$ cat config.mk
export PLATFORM = sky130hd
export DESIGN_NAME = almost_prime_classifier_unit
export DESIGN_NICKNAME = d
export VERILOG_FILES = /design/src/hw/rtl/apc_pkg.sv /design/src/hw/rtl/almost_prime_classifier_unit.sv /design/src/hw/rtl/apc_divider.sv
export SDC_FILE = /design/constraint.sdc
export NUM_CORES = 1
export LEC_CHECK = 0
export ABC_AREA = 1
export ABC_CLOCK_PERIOD_IN_PS = 6500
export BUFFER_PORTS_ARGS = -buffer_cell sky130_fd_sc_hd__buf_2
export CAP_MARGIN = 25
export CORE_ASPECT_RATIO = 1.75
export CORE_UTILIZATION = 31
export CTS_BUF_LIST = sky130_fd_sc_hd__clkbuf_8 sky130_fd_sc_hd__clkbuf_16
export DETAILED_ROUTE_END_ITERATION = 12
export GPL_TIMING_DRIVEN = 0
export HOLD_SLACK_MARGIN = 0.15
export PLACE_DENSITY = 0.51
export SLEW_MARGIN = 40
export SYNTH_ARGS = -nofsm -noshare
export SYNTH_HDL_FRONTEND = slang
export SYNTH_SLANG_ARGS = --single-unit
export TNS_END_PERCENT = 100
$ cat constraint.sdc
create_clock -name i_clk -period 6.5 [get_ports i_clk]
set_clock_uncertainty 0.15 [all_clocks]
set_input_delay 1.95 -clock i_clk [delete_from_list [all_inputs] [get_ports i_clk]]
set_output_delay 1.95 -clock i_clk [all_outputs]
set_load 0.02 [all_outputs]
$ cat src/hw/rtl/apc_pkg.sv
// Shared constants and types of the almost-prime classifier.
package apc_pkg;

    localparam int VALUE_BITS = 20;
    localparam int COUNT_BITS = 4;
    localparam int STEP_BITS  = $clog2(VALUE_BITS + 1);
    localparam int PROD_BITS  = VALUE_BITS + 7;

    localparam logic [COUNT_BITS-1:0] CAP_RESET = COUNT_BITS'(5);
    localparam logic [COUNT_BITS-1:0] CAP_MIN   = COUNT_BITS'(2);
    localparam logic [COUNT_BITS-1:0] CAP_MAX   = COUNT_BITS'(14);
    localparam logic [COUNT_BITS-1:0] SEMI_COUNT = COUNT_BITS'(2);
    localparam logic [PROD_BITS-1:0]  CLOSE_SCALE = PROD_BITS'(100);

    typedef struct packed {
        logic                  start;
        logic [VALUE_BITS-1:0] dividend;
        logic [VALUE_BITS-1:0] divisor;
    } t_div_req;

    typedef struct packed {
        logic                  done;
        logic [VALUE_BITS-1:0] quotient;
        logic [VALUE_BITS-1:0] remainder;
    } t_div_rsp;

endpackage

$ cat src/hw/rtl/almost_prime_classifier_unit.sv
// Top level of the almost-prime classifier: trial-division sequencer and result register.
//
// A number is taken when start is high and busy is low. The block factors it
// by trial division (2, then 3, 5, 7, ...) with one shared bit-serial divider,
// whose quotient also serves as the square-root test, since d*d > x exactly
// when d > x/d. The result appears on the output ports with o_done high for
// exactly one cycle; the receiver must take it then. busy falls in the same
// cycle, so the next transfer may start at once. max_factors is written
// through i_cfg_we/i_cfg_wdata; the user must do so only while the block is
// idle, as the block itself does not enforce this; values below 2 act as 2
// and 15 acts as 14.
module almost_prime_classifier_unit (
    input  logic                            i_clk,
    input  logic                            i_rst_n,
    input  logic                            i_cfg_we,
    input  logic [apc_pkg::COUNT_BITS-1:0]  i_cfg_wdata,
    input  logic                            start,
    output logic                            busy,
    input  logic [apc_pkg::VALUE_BITS-1:0]  i_number,
    output logic                            o_done,
    output logic [apc_pkg::COUNT_BITS-1:0]  o_factor_count,
    output logic                            o_count_saturated,
    output logic                            o_almost_prime_flag,
    output logic                            o_semiprime_flag,
    output logic [apc_pkg::VALUE_BITS-1:0]  o_smaller_factor,
    output logic [apc_pkg::VALUE_BITS-1:0]  o_larger_factor,
    output logic                            o_close_pair_flag
);

    typedef enum logic [1:0] {
        ST_IDLE,
        ST_CHECK,
        ST_DIV,
        ST_FINISH
    } t_state;

    t_state                          r_state;
    logic [apc_pkg::COUNT_BITS-1:0]  r_max_factors;
    logic [apc_pkg::VALUE_BITS-1:0]  r_x;
    logic [apc_pkg::VALUE_BITS-1:0]  r_d;
    logic [apc_pkg::COUNT_BITS-1:0]  r_count;
    logic [apc_pkg::VALUE_BITS-1:0]  r_first;
    logic [apc_pkg::VALUE_BITS-1:0]  r_second;
    logic                            r_div_start;

    apc_pkg::t_div_req div_req;
    apc_pkg::t_div_rsp div_rsp;

    logic [apc_pkg::COUNT_BITS-1:0]  kmax;
    logic [apc_pkg::COUNT_BITS-1:0]  limit;
    logic                            keep_going;
    logic                            is_semi;
    logic [apc_pkg::VALUE_BITS-1:0]  factor_gap;
    logic [apc_pkg::PROD_BITS-1:0]   scaled_gap;
    logic [apc_pkg::VALUE_BITS-1:0]  found;
    logic                            got_factor;

    assign kmax = (r_max_factors < apc_pkg::CAP_MIN) ? apc_pkg::CAP_MIN :
                  (r_max_factors > apc_pkg::CAP_MAX) ? apc_pkg::CAP_MAX : r_max_factors;
    assign limit = kmax + 1'b1;

    assign keep_going = (r_x > apc_pkg::VALUE_BITS'(1)) && (r_count < limit);

    // Quotient below the divisor means the remaining cofactor is prime.
    assign got_factor = (div_rsp.quotient < r_d) || (div_rsp.remainder == '0);
    assign found      = (div_rsp.quotient < r_d) ? r_x : r_d;

    // Factors arrive in ascending order, so the second is never the smaller.
    // gap <= floor(larger/100) is the same as 100*gap <= larger.
    assign is_semi    = (r_count == apc_pkg::SEMI_COUNT);
    assign factor_gap = r_second - r_first;
    assign scaled_gap = apc_pkg::PROD_BITS'(factor_gap) * apc_pkg::CLOSE_SCALE;

    assign div_req.start    = r_div_start;
    assign div_req.dividend = r_x;
    assign div_req.divisor  = r_d;

    apc_divider u_divider (
        .i_clk   (i_clk),
        .i_rst_n (i_rst_n),
        .i_req   (div_req),
        .o_rsp   (div_rsp)
    );

    always_ff @(posedge i_clk) begin
        if (!i_rst_n) begin
            r_max_factors <= apc_pkg::CAP_RESET;
        end else if (i_cfg_we) begin
            r_max_factors <= i_cfg_wdata;
        end
    end

    always_ff @(posedge i_clk) begin
        if (!i_rst_n) begin
            r_state     <= ST_IDLE;
            r_div_start <= 1'b0;
            o_done      <= 1'b0;
        end else begin
            r_div_start <= 1'b0;
            o_done      <= 1'b0;
            unique case (r_state)
                ST_IDLE: begin
                    if (start) begin
                        r_x      <= i_number;
                        r_d      <= apc_pkg::VALUE_BITS'(2);
                        r_count  <= '0;
                        r_first  <= '0;
                        r_second <= '0;
                        r_state  <= ST_CHECK;
                    end
                end
                ST_CHECK: begin
                    if (keep_going) begin
                        r_div_start <= 1'b1;
                        r_state     <= ST_DIV;
                    end else begin
                        r_state <= ST_FINISH;
                    end
                end
                ST_DIV: begin
                    if (div_rsp.done) begin
                        if (got_factor) begin
                            if (r_count == '0) begin
                                r_first <= found;
                            end
                            if (r_count == apc_pkg::COUNT_BITS'(1)) begin
                                r_second <= found;
                            end
                            r_count <= r_count + 1'b1;
                            r_x     <= (div_rsp.quotient < r_d) ?
                                       apc_pkg::VALUE_BITS'(1) : div_rsp.quotient;
                        end else begin
                            r_d <= (r_d == apc_pkg::VALUE_BITS'(2)) ?
                                   apc_pkg::VALUE_BITS'(3) : r_d + apc_pkg::VALUE_BITS'(2);
                        end
                        r_state <= ST_CHECK;
                    end
                end
                ST_FINISH: begin
                    o_done              <= 1'b1;
                    o_factor_count      <= r_count;
                    o_count_saturated   <= (r_count >= limit);
                    o_almost_prime_flag <= (r_count >= apc_pkg::SEMI_COUNT) && (r_count <= kmax);
                    o_semiprime_flag    <= is_semi;
                    o_smaller_factor    <= is_semi ? r_first : '0;
                    o_larger_factor     <= is_semi ? r_second : '0;
                    o_close_pair_flag   <= is_semi && (r_second > r_first) &&
                                           (scaled_gap <= apc_pkg::PROD_BITS'(r_second));
                    r_state             <= ST_IDLE;
                end
                default: begin
                    r_state <= ST_IDLE;
                end
            endcase
        end
    end

    assign busy = (r_state != ST_IDLE);

endmodule

$ cat src/hw/rtl/apc_divider.sv
// Radix-2 restoring divider: one quotient bit per cycle.
module apc_divider (
    input  logic              i_clk,
    input  logic              i_rst_n,
    input  apc_pkg::t_div_req i_req,
    output apc_pkg::t_div_rsp o_rsp
);

    logic [apc_pkg::VALUE_BITS:0]   r_rem;
    logic [apc_pkg::VALUE_BITS-1:0] r_quo;
    logic [apc_pkg::VALUE_BITS-1:0] r_dvsr;
    logic [apc_pkg::STEP_BITS-1:0]  r_steps;
    logic                           r_busy;
    logic                           r_done;

    logic [apc_pkg::VALUE_BITS:0] shifted;
    logic [apc_pkg::VALUE_BITS:0] trial;

    assign shifted = {r_rem[apc_pkg::VALUE_BITS-1:0], r_quo[apc_pkg::VALUE_BITS-1]};
    assign trial   = shifted - {1'b0, r_dvsr};

    always_ff @(posedge i_clk) begin
        if (!i_rst_n) begin
            r_busy  <= 1'b0;
            r_done  <= 1'b0;
            r_steps <= '0;
        end else begin
            r_done <= 1'b0;
            if (i_req.start) begin
                r_busy  <= 1'b1;
                r_steps <= apc_pkg::STEP_BITS'(apc_pkg::VALUE_BITS);
            end else if (r_busy) begin
                r_steps <= r_steps - 1'b1;
                if (r_steps == apc_pkg::STEP_BITS'(1)) begin
                    r_busy <= 1'b0;
                    r_done <= 1'b1;
                end
            end
        end
    end

    always_ff @(posedge i_clk) begin
        if (i_req.start) begin
            r_rem  <= '0;
            r_quo  <= i_req.dividend;
            r_dvsr <= i_req.divisor;
        end else if (r_busy) begin
            // A clear sign bit means the divisor fits into the partial remainder.
            if (!trial[apc_pkg::VALUE_BITS]) begin
                r_rem <= trial;
            end else begin
                r_rem <= shifted;
            end
            r_quo <= {r_quo[apc_pkg::VALUE_BITS-2:0], ~trial[apc_pkg::VALUE_BITS]};
        end
    end

    assign o_rsp.done      = r_done;
    assign o_rsp.quotient  = r_quo;
    assign o_rsp.remainder = r_rem[apc_pkg::VALUE_BITS-1:0];

endmodule

==> results of run 1 <==
cells by family (layout without fill, tap and decap cells):
group,count (synthesis),after routing,share of synthesized area
AOI/OAI and AO/OA,232,232,0.08961
xor gates and xnor gates,52,52,0.03222
adders and majority gates,174,174,0.1604
buffers and inverters,334,456,0.08979
DFF,207,207,0.4083
and+or+nand+nor,718,718,0.2197
metrics by stage:
stage	utilization	cell area [um^2]	cells
3_5_place_dp	0.3400	15570	2380
4_1_cts	0.3561	16310	2422
2_1_floorplan	-	14370	1717
6_report	0.3568	16340	2422
3_3_place_gp	0.3380	15480	2377
5_1_grt	0.3568	16340	2422
synth_stat cells, types with 3 or more instances:
cell type  instances  area (um^2)
clkbuf_1          21        78.83
dfxtp_1           35        700.7
a31oi_1            3        18.77
edfxtp_1         172         5165
o21bai_1           8        60.06
inv_2              6        22.52
nand2_2           17        106.4
xor2_1            24        210.2
nor4_1             9        56.30
nand3_1           94        470.5
o31ai_1            4        30.03
o21ai_1           13        65.06
o211ai_1           5        37.54
nor2_2             5        31.28
nand2_1          371         1393
nor3_1            24        120.1
o21a_1             5        37.54
nand3_2            8        80.08
and3_1             3        18.77
a21oi_1          108        540.5
o21ai_0           67        335.3
nand4_1           22        137.6
a21o_1             5        37.54
fa_1              17        340.3
nor2_1           144        540.5
xnor2_1           27        236.5
inv_1            298         1119
ha_1             157         1964
nor3_2             3        30.03
o21ai_2            4        35.03
nor2_4             3        33.78
nand3b_1           5        37.54
sequential cells by signal, summed over array words and instances (netlist names):
signal	count
o_larger_factor	20
o_smaller_factor	20
r_d	20
r_first	20
r_second	20
r_x	20
u_divider.r_dvsr	20
u_divider.r_quo	20
u_divider.r_rem	20
u_divider.r_steps	5
o_factor_count	4
r_count	4
r_max_factors	4
r_state	2
o_almost_prime_flag	1
o_close_pair_flag	1
o_count_saturated	1
o_done	1
o_semiprime_flag	1
r_div_start	1
u_divider.r_busy	1
u_divider.r_done	1
worst max-delay path, delay by kind of cell, from the launching register on:
family / cells / cell delay [ns]
adders and majority gates: 7 / 2.52
and+or+nand+nor: 14 / 1.51
AOI/OAI and AO/OA: 4 / 0.74
DFF: 1 / 0.43
xor gates and xnor gates: 2 / 0.31
buffers and inverters: 4 / 0.28
metal layers:
layer | share of wire | track usage | vias to the layer above
met4 | 0.061 | 0.09885 | 0
met2 | 0.56 | 0.3554 | 258
met3 | 0.030 | 0.01587 | 108
li1 | - | - | 5876
met5 | 0 | 0 | -
met1 | 0.35 | 0.1693 | 5354
final cells by class:
type | instances | area share
plain buffers | 28 | 0.008652
clock buffers | 24 | 0.03606
clock inverters | 18 | 0.008040
inverters | 306 | 0.07037
multi-input cells | 1176 | 0.4453
flip-flops and latches | 207 | 0.3590
well taps | 583 | 0.04464
repair buffers | 80 | 0.02787
how the worst max path moves through the flow:
stage	endpoint	slack (ns)	from	depth (start not counted)
finish	o_close_pair_flag	0.32	r_first[0]	31
global route	o_close_pair_flag	0.02	r_first[0]	31
CTS	o_close_pair_flag	0.01	r_first[0]	31
detailed placement	o_close_pair_flag	-0.25	r_first[0]	31
global placement	o_close_pair_flag	-0.30	r_first[0]	31
floorplan	o_close_pair_flag	1.19	r_first[0]	29
timing repair:
action                     CTS  global route
pin swaps                    0             1
gates resized for setup      2             9
setup endpoints to repair    1             1
==> results by group, run 1 <==
Min path
  – Hold WC Path Type: flip-flop to flip-flop
  – Hold endpoint: u_divider.r_dvsr[19]
  – Hold_sp: r_d[19]
  – Hold path cells: 0

Die
  – I/O Pins: 78
  – Die Y: 286.8 um
  – Num rows: 104
  – Initial Util: 0.3137
  – Die W: 164.7 um
  – Core area: 0.04580 mm^2
  – Die ar.: 0.04725 mm^2

Synthesis
  – Ys flop type: edfxtp_1
  – EDFF count, synth: 172
  – Syn_area_per_cell: 8.368 um^2
  – Synthesized cell area: 0.01437 mm^2
  – Ys Warns: 0
  – Ys async rst share: 0
  – Netlist cell types: 55
  – Syn_nets: 1919
  – Sequential area share after synthesis: 0.4083
  – Synthesized flop and latch total: 207
  – Synth Instances: 1717

Worst setup path
  – CP peak stage delay: 0.53 ns
  – CP Capture Type: flip-flop
  – Worst r2r src: r_first[0]
  – R2R cell count: 31
  – Worst Path Required: 6.65 ns
  – Worst path slowest cell: fa_1
  – CP dominant cell by count: nand2_1
  – Worst reg2reg path endpoint: o_close_pair_flag
  – Worst-path maximum fanout: 5
  – Type of the worst setup path: flip-flop to flip-flop
  – CP arrival: 6.33 ns
  – R2R Setup Slk: 0.32 ns
  – Startpoint Class: flip-flop

Route
  – Drt initial violations: 487
  – DR WL/cell: 16.93 um
  – Final ANT Viol Nets: 0
  – Vias per cell: 4.788
  – Drc violations: 0
  – Drt total wl: 40.99 mm
  – Via count: 11600
  – Iteration count of the initial detailed-routing pass: 5

STA
  – Hold Fails Final Rpt: 0
  – Setup WS post-layout: 0.3152 ns
  – RSZ-0062 raised after global routing: no
  – Fin Hold WS: 0.3103 ns
  – Setup-failing EPs final: 0
  – Slew Limit Fails: 0
  – Worst Tran Pin Value: 0.7470 ns
  – Slew margin rel.: 0.4974
  – Fin crit period: 6.185 ns
  – Total negative setup slack: 0 ns
  – Max Freq: 161.7 MHz
  – Final period util: 0.9515

Outcome
  – Status: completed

Layout
  – Commonest non-fill, non-tap cell in the layout: nand2_1
  – Nets: 2024
  – Most frequent cells in the layout: nand2_1 (370), inv_1 (298), edfxtp_1 (172)
  – FF+latch area: 0.005867 mm^2
  – Antenna cells: 0
  – FILL cells: 4826
  – Share of cells above drive strength 1: 0.1049
  – Layout area overhead: 13.73%
  – Footprint of the multi-input gates: 0.007277 mm^2

Place
  – Final GP Congestion: 0.9434
  – Post-placement setup slack: -0.2550 ns
  – Dpl hpwl: 34.29 mm
  – Buffers on Ports: 77

GRT
  – GRT Total Usage: 0.1767
  – Grt total ovfl: 0
  – Largest net degree at the start of global routing: 30
  – Vias in the first global route: 12040
  – Initial antenna violation count: 1
  – Global-route wire length before repair: 63.69 mm

Flow run
  – # Max-Cap Violations: 0

Clock network
  – CTS Buffer Depth: 3
  – TritonCTS Sinks: 207
  – Total setup buffers inserted after CTS: 0
  – Clock Root Buffer: clkbuf_16
  – TritonCTS Buffers: 23
  – H-tree level count: 1
  – Clk_lat worst skew: 0.54 ns
  – TritonCTS clock tree: built
  – Clk pin slew, worst setup/hold paths: 0.07 ns
  – Hold_buf cts: 0
Power of run 1 is left out: the tool's default activity adds up to more than one toggle a clock period on the data nets, which glitch-free logic cannot reach.
==> inputs of run 2 (changes only) <==
- RECOVER_POWER: unset -> 50
==> run 2 against run 1 <==
The run now ends with capacitance limit, slew limit left. Final area shrank 0.37%. Non-clock buffer count did not move. Clock-buffer cell count did not move. Critical path depth unchanged. Hold slack better by 0.0023 ns. Global-route usage unchanged.
==> results by group, run 2 (same netlist as run 1, synthesis figures left out) <==
Worst setup path
  – CP Capture Type: flip-flop
  – CP dominant cell by count: nand2_1
  – Worst Path Required: 6.65 ns
  – CP peak stage delay: 0.53 ns
  – CP arrival: 6.34 ns
  – Worst-path maximum fanout: 5
  – R2R cell count: 31
  – Startpoint Class: flip-flop
  – Worst path slowest cell: fa_1
  – Type of the worst setup path: flip-flop to flip-flop

Route
  – Drt initial violations: 510
  – Drc violations: 0
  – Vias per cell: 4.798
  – Drt total wl: 41.07 mm
  – DR WL/cell: 16.96 um
  – Final ANT Viol Nets: 0
  – Iteration count of the initial detailed-routing pass: 5
  – Via count: 11620

GRT
  – Grt total ovfl: 0
  – Global-route wire length before repair: 63.69 mm
  – Initial antenna violation count: 1
  – Vias in the first global route: 12040
  – Largest net degree at the start of global routing: 30
  – GRT Total Usage: 0.1767

STA
  – Fin crit period: 6.196 ns
  – Slew Limit Fails: 21
  – Setup-failing EPs final: 0
  – RSZ-0062 raised after global routing: no
  – Hold Fails Final Rpt: 0
  – Final period util: 0.9533
  – Setup WS post-layout: 0.3037 ns
  – Max Freq: 161.4 MHz
  – Worst Tran Pin Value: 1.499 ns
  – Slew margin rel.: -0.004859

Flow run
  – # Max-Cap Violations: 1

Die
  – Die Y: 286.8 um
  – I/O Pins: 78
  – Die W: 164.7 um
  – Num rows: 104
  – Core area: 0.04580 mm^2
  – Die ar.: 0.04725 mm^2
  – Initial Util: 0.3137

Clock network
  – H-tree level count: 1
  – Clk_lat worst skew: 0.54 ns
  – TritonCTS Sinks: 207
  – Clock Root Buffer: clkbuf_16
  – TritonCTS clock tree: built
  – TritonCTS Buffers: 23
  – CTS Buffer Depth: 3
  – Total setup buffers inserted after CTS: 0
  – Clk pin slew, worst setup/hold paths: 0.07 ns

Layout
  – Antenna cells: 0
  – Footprint of the multi-input gates: 0.007236 mm^2
  – Commonest non-fill, non-tap cell in the layout: nand2_1
  – Design area: 0.01628 mm^2
  – FF+latch area: 0.005866 mm^2
  – Most frequent cells in the layout: nand2_1 (372), inv_1 (300), edfxtp_1 (172)
  – Share of cells above drive strength 1: 0.09679
  – Nets: 2024
  – FILL cells: 4840
  – Layout area overhead: 13.32%

Place
  – Placed Instance Area: 0.01557 mm^2
  – Post-placement setup slack: -0.2550 ns
  – Final GP Congestion: 0.9434
  – Dpl hpwl: 34.29 mm
  – Buffers on Ports: 77

Min path
  – Hold path cells: 0
  – Hold WC Path Type: flip-flop to flip-flop

Outcome
  – Status: finished, violations left
  – Failing checks: capacitance limit, slew limit
run 2: cell count changes in the layout (fill, tap and decap cells not counted), moves of 3 or more:
cell | before | now
o21ai_0 | 66 | 74
o21ai_1 | 14 | 6
clkbuf_1 | 21 | 26
nand3_1 | 94 | 97
nand3_2 | 8 | 5
run 2: worst paths after layout:
kind	start	end	slack, ns
max	r_first[0]	o_close_pair_flag	0.30
min	r_d[19]	u_divider.r_dvsr[19]	0.31
max reg2reg	r_first[0]	o_close_pair_flag	0.30
min reg2reg	r_d[19]	u_divider.r_dvsr[19]	0.31
run 2: final cells by class:
class                      instances  share of cell area
multi-input combinational       1176              0.4444
sequential                       207              0.3603
inverter                         306             0.07063
tap                              583             0.04480
clock buffer                      24             0.03620
timing repair buffer              80             0.02790
clock inverter                    18            0.008069
buffer                            28            0.007685
run 2: metal layers:
layer  GRT usage  up-vias  share of wire
met5           0        -              0
met4     0.09885        0          0.062
met3     0.01587      114          0.030
met2      0.3554      267           0.56
met1      0.1693     5364           0.35
li1            -     5875              -
run 2: critical path, delay by kind of cell (launching register included):
family | cells | cell delay, ns
compound gates | 4 | 0.74
buf+inv | 4 | 0.28
fa+ha+maj | 7 | 2.52
xor+xnor | 2 | 0.31
simple gates | 14 | 1.51
flops | 1 | 0.44
run 2: per-stage QoR:
step	utilization	hold slack [ns]	cells	TNS [ns]
5_1_grt	0.3554	0.3162	2422	0
4_1_cts	0.3561	0.3163	2422	0
3_5_place_dp	0.3400	0.3043	2380	-0.2550
2_1_floorplan	-	0.2764	1717	0
6_report	0.3554	0.3127	2422	0
3_3_place_gp	0.3380	0.3032	2377	-8.225
run 2: timing repair:
| action | in CTS | in global routing |
|---|---|---|
| pin swaps | 0 | 1 |
| gates resized for setup | 2 | 9 |
| setup endpoints to repair | 1 | 1 |
| hold buffers | 0 | 0 |
Power of run 2 is left out for the same reason.
==> inputs of run 3 (changes only) <==
- REMOVE_ABC_BUFFERS: unset -> 1
==> run 3 against run 2 <==
The run still ends with capacitance limit, slew limit left. Final cell count down 1.0%. Register-to-register slack improved by 0.05 ns. Die area is the same. Hold slack worse by 0.0039 ns. Core utilization fell by 0.068 points. Final area down 0.19%. Non-clock buffer count shrank 26. Highest routed layer unchanged.
==> results by group, run 3 (same netlist as run 1, synthesis figures left out) <==
GRT
  – Global-route wire length before repair: 61.98 mm
  – Largest net degree at the start of global routing: 63
  – Vias in the first global route: 11980
  – Grt total ovfl: 0
  – Initial antenna violation count: 0
  – GRT Total Usage: 0.1698

STA
  – Slew Limit Fails: 103
  – Max Freq: 162.8 MHz
  – Worst Tran Pin Value: 2.149 ns
  – Fin crit period: 6.143 ns
  – Fin Hold WS: 0.3088 ns
  – Setup-failing EPs final: 0
  – Slew margin rel.: -0.4364
  – Hold Fails Final Rpt: 0
  – Final period util: 0.9450

Layout
  – Layout area overhead: 13.10%
  – FF+latch area: 0.005866 mm^2
  – Most frequent cells in the layout: nand2_1 (372), inv_1 (302), edfxtp_1 (172)
  – Antenna cells: 0
  – Share of cells above drive strength 1: 0.09537
  – FILL cells: 4786
  – Commonest non-fill, non-tap cell in the layout: nand2_1
  – Footprint of the multi-input gates: 0.007239 mm^2
  – Nets: 1999

Worst setup path
  – Worst reg2reg path endpoint: o_close_pair_flag
  – R2R Setup Slk: 0.36 ns
  – Startpoint Class: flip-flop
  – CP Capture Type: flip-flop
  – R2R cell count: 27
  – Type of the worst setup path: flip-flop to flip-flop
  – CP arrival: 6.36 ns
  – Worst setup path endpoint: o_close_pair_flag
  – Critical Path Start: r_first[0]
  – Worst r2r src: r_first[0]
  – Worst-path maximum fanout: 5
  – Worst Path Required: 6.72 ns

Clock network
  – Clock Root Buffer: clkbuf_16
  – H-tree level count: 1
  – Clk_lat worst skew: 0.53 ns
  – Clk pin slew, worst setup/hold paths: 0.06 ns
  – TritonCTS clock tree: built
  – TritonCTS Buffers: 24
  – Hold_buf cts: 0
  – TritonCTS Sinks: 207
  – Total setup buffers inserted after CTS: 0
  – CTS Buffer Depth: 3

Outcome
  – Status: finished, violations left
  – Failing checks: capacitance limit, slew limit

Route
  – Drc violations: 0
  – Final ANT Viol Nets: 0
  – Drt total wl: 39.23 mm
  – Vias per cell: 4.816
  – DR WL/cell: 16.36 um
  – Via count: 11550
  – Iteration count of the initial detailed-routing pass: 7
  – Drt initial violations: 507

Min path
  – Hold WC Path Type: flip-flop to flip-flop

Die
  – Num rows: 104
  – Die W: 164.7 um
  – Initial Util: 0.3137
  – I/O Pins: 78
  – Die Y: 286.8 um
  – Core area: 0.04580 mm^2
  – Die ar.: 0.04725 mm^2

Place
  – Buffers on Ports: 77
  – Dpl hpwl: 31.89 mm
  – Final GP Congestion: 0.8996

Flow run
  – # Max-Cap Violations: 2
-- run 3: routing by layer --
layer,part of all wire,GRT usage,up-vias
li1,-,-,5831
met1,0.36,0.1714,5363
met2,0.55,0.3321,252
met3,0.035,0.01746,99
met4,0.054,0.09014,0
met5,0,0,-
-- run 3: worst min path at each step --
| stage | start | end | slack (ns) | cells after the start |
|---|---|---|---|---|
| after detailed placement | r_d[19] | u_divider.r_dvsr[19] | 0.29 | 0 |
| after global routing | r_d[19] | u_divider.r_dvsr[19] | 0.34 | 0 |
| after floorplan | r_d[19] | u_divider.r_dvsr[19] | 0.28 | 0 |
| after global placement | r_d[19] | u_divider.r_dvsr[19] | 0.28 | 0 |
| after CTS | r_d[19] | u_divider.r_dvsr[19] | 0.31 | 0 |
| final | r_d[19] | u_divider.r_dvsr[19] | 0.31 | 0 |
-- run 3: through the flow --
stage	TNS (ns)	cell area, um^2	instances	utilization	setup WS, ns
floorplan	0	14230	1689	-	1.194
global placement	-0.1622	15340	2349	0.3349	-0.1622
detailed placement	-0.1147	15490	2354	0.3381	-0.1147
CTS	0	16320	2397	0.3563	0.003159
global route	-0.02701	16250	2397	0.3548	-0.02701
finish	0	16250	2397	0.3548	0.3573
-- run 3: repair_timing --
action / 4_1_cts / 5_1_grt
gates resized for setup: 1 / 7
pin swaps: 0 / 0
endpoints found under the setup margin: 1 / 1
-- run 3: critical path: stages, from the launching register on --
cell      delay [ns]
edfxtp_1        0.43
ha_2            0.27
fa_1            0.46
o21bai_4        0.25
a21boi_2        0.11
o21ai_2         0.18
nand3_1         0.10
nand2_1         0.09
xnor2_1         0.20
inv_1           0.12
ha_1            0.30
ha_1            0.28
inv_1           0.05
fa_1            0.53
inv_1           0.04
ha_1            0.37
nand2_1         0.16
nor2_1          0.23
a21oi_2         0.13
xnor2_1         0.14
ha_1            0.29
nand2_1         0.14
nor4_4          0.36
and3_1          0.28
nand2_1         0.07
nand2_1         0.07
nand2_1         0.04
nor3_1          0.13
-- run 3: layout make-up --
class                           instances  area share
Inverter                              306     0.07084
Clock buffer                           26     0.03935
Timing Repair Buffer                   82     0.02687
Sequential cell                       207      0.3610
Clock inverter                         17     0.01155
Tap cell                              583     0.04489
Multi-Input combinational cell       1176      0.4455
Power of run 3 is left out for the same reason.
